<file path="src/htw_pkg.sv">
// Package with the item type and the codes of the hashed timing wheel.
package htw_pkg;

    localparam logic OP_ADD  = 1'b0;
    localparam logic OP_TICK = 1'b1;

    localparam logic [1:0] KIND_ADDED  = 2'd0;
    localparam logic [1:0] KIND_FIRED  = 2'd1;
    localparam logic [1:0] KIND_REJECT = 2'd2;

    localparam int MAX_RESULTS = 64;

    typedef struct packed {
        logic        op;
        logic [23:0] interval;
        logic [31:0] tag;
    } item_t;

endpackage

</file>
<file path="src/htw_queue.sv">
// Two-entry item queue between the front and the engine.
module htw_queue (
    input  logic            aclk,
    input  logic            aresetn,
    input  logic            push,
    input  htw_pkg::item_t  push_item,
    output logic            full,
    input  logic            pop,
    output logic            not_empty,
    output htw_pkg::item_t  head_item
);

    htw_pkg::item_t slot_reg [2];
    logic       wp_reg, wp_next;
    logic       rp_reg, rp_next;
    logic [1:0] cnt_reg, cnt_next;

    assign full      = (cnt_reg == 2'd2);
    assign not_empty = (cnt_reg != 2'd0);
    assign head_item = slot_reg[rp_reg];

    always_comb begin
        wp_next  = wp_reg ^ push;
        rp_next  = rp_reg ^ pop;
        cnt_next = cnt_reg + {1'b0, push} - {1'b0, pop};
    end

    always_ff @(posedge aclk) begin
        if (!aresetn) begin
            wp_reg  <= 1'b0;
            rp_reg  <= 1'b0;
            cnt_reg <= 2'd0;
        end else begin
            wp_reg  <= wp_next;
            rp_reg  <= rp_next;
            cnt_reg <= cnt_next;
        end
        if (push) begin
            slot_reg[wp_reg] <= push_item;
        end
    end

endmodule

</file>
<file path="src/htw_front.sv">
// Front end: accepts items, normalises the interval and queues them.
module htw_front (
    input  logic            aclk,
    input  logic            aresetn,
    input  logic            s_valid,
    output logic            s_ready,
    input  logic            s_opcode,
    input  logic [23:0]     s_interval_ms,
    input  logic [31:0]     s_tag,
    output logic            q_valid,
    input  logic            q_ready,
    output htw_pkg::item_t  q_item
);

    htw_pkg::item_t in_item;
    logic           q_full;

    always_comb begin
        in_item.op       = s_opcode;
        in_item.interval = (s_interval_ms == 24'd0) ? 24'd1 : s_interval_ms;
        in_item.tag      = s_tag;
        if (s_opcode == htw_pkg::OP_TICK) begin
            in_item.interval = 24'd0;
            in_item.tag      = 32'd0;
        end
    end

    assign s_ready = !q_full;

    htw_queue u_queue (
        .aclk      (aclk),
        .aresetn   (aresetn),
        .push      (s_valid && !q_full),
        .push_item (in_item),
        .full      (q_full),
        .pop       (q_valid && q_ready),
        .not_empty (q_valid),
        .head_item (q_item)
    );

endmodule

</file>
<file path="config.mk">
export PLATFORM = sky130hd
export DESIGN_NAME = htw_front
export DESIGN_NICKNAME = d
export VERILOG_FILES = /design/src/htw_pkg.sv /design/src/htw_queue.sv /design/src/htw_front.sv
export SDC_FILE = /design/constraint.sdc
export NUM_CORES = 1
export LEC_CHECK = 0
export ABC_CLOCK_PERIOD_IN_PS = 3300
export BUFFER_PORTS_ARGS = -buffer_cell sky130_fd_sc_hd__buf_2
export CAP_MARGIN = 20
export CELL_PAD_IN_SITES_DETAIL_PLACEMENT = 1
export CELL_PAD_IN_SITES_GLOBAL_PLACEMENT = 1
export CORE_MARGIN = 8
export CORE_UTILIZATION = 40
export CTS_BUF_LIST = sky130_fd_sc_hd__clkbuf_2
export DETAILED_ROUTE_END_ITERATION = 8
export MAX_ROUTING_LAYER = met4
export PLACE_DENSITY_LB_ADDON = 0.1
export SLEW_MARGIN = 20
export SYNTH_ARGS = -nofsm -noshare
export SYNTH_HDL_FRONTEND = slang
export SYNTH_SLANG_ARGS = --single-unit
</file>
<file path="constraint.sdc">
create_clock -name aclk -period 3.3 [get_ports aclk]
set_clock_uncertainty 0.1 [all_clocks]
set_input_delay 0.165 -clock aclk [delete_from_list [all_inputs] [get_ports aclk]]
set_output_delay 0.165 -clock aclk [all_outputs]
set_load 0.03 [all_outputs]
</file>
# Yosys cells after proc, flatten, opt, wreduce, memory -nomap -nowiden
# Memory sizes are Yosys's and may differ from the RTL's. A register that Yosys moved wholly into a read port is not among the register bits.
# Index checks and enable logic that the tools add are counted.
[word_totals]
ff_bits = 4
latchBits = 0
ram_bits = 114
romBits = 0
inputBits = 61
output_inout_bits = 59
wordCells = 19
memories = 1
[memory_table]
columns = ["memory", "words", "word_bits", "read_ports", "rd_clocked_by_memory_dff", "wr", "line_no", "rtl"]
rows = [
  ["u_queue.slot_reg", 2, 57, 1, 1, 1, "htw_queue.sv:13", "htw_pkg::item_t slot_reg [2];"],
]
[classes]
n_addsub = 2
n_mul = 0
div = 0
magnitude_cmp = 0
n_eq_ne = 1
shifts = 0
muxes = 5
bitwise = 2
n_reduce_logical = 5
[op_table]
columns = ["operator", "n"]
rows = [
  ["$mux W56", 1],
  ["$logic_not A24 Y1", 1],
  ["$mux W24", 1],
  ["$mux W1", 3],
  ["$add A2 B1 Y2", 1],
  ["$eq A2 B2 Y1 const B", 1],
  ["$logic_and A1 B1 Y1", 2],
  ["$reduce_bool A2 Y1", 1],
  ["$sub A2 B1 Y2", 1],
  ["$xor A1 B1 Y1", 2],
  ["$logic_not A1 Y1", 1],
]

# Longest topological paths before layout
[logic_depth]
ltp_word = 5
mapped_depth = 8
ltp_nobuf = 8

# Cells and area by module
# Synthesis repeated with hierarchy kept, for this count alone.
[hier_totals]
hier_cells = 272
area_unflattened_um2 = 4954.8
[by_module_without_submodules]
columns = ["mod", "n_inst", "cells_per_inst", "area_per_inst_um2", "seq_area_each_um2"]
rows = [
  ["htw_queue", 1, 198, 4469.3, 3523.4],
  ["htw_front", 1, 74, 485.5, 0.0],
]

# Worst setup path before layout
# OpenSTA, ideal clock, no wires.
[synth_path]
kind = "register -> register"
start = "register u_queue.cnt_reg[0]"
end = "memory u_queue.slot_reg[0][0] in the netlist's numbering (enable)"
setup_ps = 421
t_arrival_ps = 2253
t_required_ps = 2779
path_slack_ps = 526
stages_incl_launch_ff = 5
path_buffers = 0
synth_period_minus_slack_ps = 2774
cell_sequence = "dfxtp_1 > nand2b_1 > nand2_1 > inv_1 > ha_1"
[synth_via]
elab_chain_cells = 5
[synth_lines]
columns = ["element", "line_no", "rtl"]
rows = [
  ["start, declared", "htw_queue.sv:16", "logic [1:0] cnt_reg, cnt_next;"],
  ["start signal, assigned", "htw_queue.sv:36", "cnt_reg <= cnt_next;"],
  ["$eq A2 B2 Y1", "htw_queue.sv:18", "assign full = (cnt_reg == 2'd2);"],
  ["$logic_not A1 Y1", "--", ""],
  ["via s_ready", "htw_front.sv:6", "output logic s_ready,"],
  ["$logic_and A1 B1 Y1", "htw_front.sv:33", ".push (s_valid && !q_full),"],
  ["$mux W1", "htw_queue.sv:38", "if (push) begin"],
  ["$mux W1 (implied by the code)", "htw_queue.sv:39", "slot_reg[wp_reg] <= push_item;"],
  ["end, declared", "htw_queue.sv:13", ""],
]
# The timed path passes the listed nets, and every way through them passes these cells.

==> results by group <==
Routing
  – DR DRC count: 0
  – Final ANT Viol Nets: 0
  – Drt first pass iters: 4
  – Routed len/inst: 17.0 um
  – Initial DRC count: 122
  – DRT Wirelength: 10,600 um
  – Routed vias: 2,933
  – Via/cell ratio: 4.71

Floorplan
  – Starting Density: 40.9%
  – # IOs: 120
  – Die ar.: 16,100 um2
  – FP Rows: 40
  – CORE AREA: 12,000 um2
  – Die Wd: 127 um
  – Die height: 127 um

STA
  – Fin crit period: 2.51 ns
  – Final setup fails: 0
  – Slew Limit Fails: 0
  – Crit share post-route: 76.0%
  – Unrepaired setup endpoints after global routing: false
  – Setup_tns: 0 ns
  – Slew Limit Headroom: 34.4%
  – Fin. Hold Viols: 0
  – Worst slew pin tran: 0.984 ns
  – Max Freq: 399 MHz

Setup path
  – Critical path's slowest cell: dfxtp_4
  – Slowest stage delay, CP: 1.04 ns
  – WP data required: 3.03 ns
  – Worst Setup Path Type: register to output pin
  – Crit path cell chain: mux2_2, buf_2
  – CP Max Fanout: 57
  – Startpoint Class: register
  – WP data arrival: 2.24 ns
  – Critical Path Sink Type: output pin
  – Top delay family on crit path: flip-flops
  – CP Buf/Inv Count: 1

Logic synthesis
  – Sequential area share after synthesis: 71.8%
  – Top post-synthesis cells by area: edfxtp_1 70%, mux2_4 9.2%, nor2b_1 7.3%
  – Synth area leader: edfxtp_1
  – Yosys top cell area share: 69.7%
  – Cell count after synthesis: 272
  – Synth cell types: 21
  – Mapped Area: 4910 um2
  – Synth warn: 0
  – Synth Net Count: 337
  – Syn avg cell area: 18.1 um2
  – FF+latch count, synth: 119

GRT
  – Number of global-route vias before repair: 3,296
  – Grt total ovfl: 0
  – Initial antenna violation count: 0
  – Pin count of the biggest net entering global routing: 58
  – First-pass GRT wire length: 16,800 um
  – All-Layer GR Usage: 13.8%

Clocking
  – CTS tree: done
  – Post CTS Setup Buffer Count: 0
  – Deepest level of the CTS H-tree: 4
  – Root buffer cell: clkbuf_2
  – Cts bufs inserted: 17
  – CTS sink cnt: 119
  – Reg clk slew, reported paths: 0.16 ns
  – Clk Latency, worst-skew pair: 0.59 ns
  – Clock buffer depth: 2

Final layout
  – Layout area overhead: 32.5%
  – Share of cells above drive strength 1: 45.4%
  – Largest register FFs: 114
  – Nets@finish: 529
  – Antenna fix cells: 0

Status
  – Status: complete, no violations

Power and ir drop
  – PwrDens: 694 nW/um2
  – Power, Total: 4520 uW
  – VDD IR max: 349 uV
  – LEAKAGE: 0.00256 uW

Job
  – Total of max-cap violations: 0

Hold path
  – Hold WC Path Type: input pin to register

Place
  – Detail Placement HPWL: 6820 um
  – IO Port Bufs: 119
  – Gpl congestion: 0.667
-- cell type report --
type | instances | area, um2
Fill cell | 1198 | 5510
Timing Repair Buffer | 185 | 1250
Multi-Input combinational cell | 137 | 1290
Inverter | 4 | 15.0
Tap cell | 147 | 184
Clock buffer | 20 | 100
Clock inverter | 11 | 133
Sequential cell | 119 | 3530
-- power by group --
part | switching [uW] | internal, uW | leakage [uW]
sequential | 171 | 1930 | 0.00113
combinational | 864 | 633 | 0.00129
clock | 503 | 417 | 0.000145
-- kinds of logic after synthesis --
family / after synthesis / share of synthesized area [%]
xor gates and xnor gates: 3 / 0.535
muxes: 57 / 15.4
adders and majority gates: 4 / 1.02
and+or+nand+nor: 71 / 9.05
buffers and inverters: 16 / 1.99
DFF: 119 / 71.8
AOI/OAI and AO/OA: 2 / 0.280
-- layout by cell type (no fill, tap or decap), drive strengths merged, types with 2 or more instances in the layout --
cell type | Yosys | layout
inv | 4 | 4
mux2 | 57 | 57
buf | 10 | 126
nor4 | 6 | 6
nor2b | 57 | 57
xnor2 | 3 | 3
bufinv | 0 | 3
clkbuf | 2 | 20
dlygate4sd3 | 0 | 59
and2 | 2 | 2
dfxtp | 5 | 5
ha | 4 | 4
clkinv | 0 | 6
clkinvlp | 0 | 2
edfxtp | 114 | 114
-- Yosys cell counts (all sizes together) --
master,instances
and2,2
and2b,1
buf,10
clkbuf,2
dfxtp,5
edfxtp,114
ha,4
inv,4
mux2,57
nand2,1
nand2b,1
nand3b,1
nand4,1
nor2b,57
nor4,6
o21a,1
o22ai,1
or2,1
xnor2,3
-- what timing repair did --
action	in CTS	in global routing
endpoints found under the hold margin	117	0
hold buffers	59	0
resized for setup	0	0
-- metal layers --
metal  global-route usage, %  up-vias  part of all wire, %
li1                        -     1398                    -
met1                    15.0     1449                   42
met2                    23.8       75                   52
met3                    3.64       11                  4.4
met4                    5.46        0                  1.2
met5                       -        -                    0
-- final timing paths --
check | from | to | slack (ns) | depth (start not counted)
min reg2reg | u_queue.rp_reg | u_queue.rp_reg | 0.46 | 2
max reg2reg | u_queue.cnt_reg[0] | u_queue.slot_reg[0][19] | 1.18 | 5
max | register | q_item[3] | 0.79 | 2
min | s_opcode | u_queue.slot_reg[0][56] | 0.14 | 1
-- per-stage QoR --
stage | util [%] | cell area [um2] | hold WS [ns] | cells | setup slack [ns]
final | 54.1 | 6500 | 0.138 | 623 | 0.791
after global routing | 54.1 | 6500 | 0.104 | 623 | 0.615
after CTS | 54.1 | 6500 | 0.0984 | 623 | 0.655
after detailed placement | 47.3 | 5680 | 0.339 | 533 | 1.18
after global placement | 47.3 | 5680 | 0.334 | 533 | 1.23
after floorplan | - | 4910 | 0.164 | 272 | 0.526
Note: power is estimated with default switching activity, not from simulation.
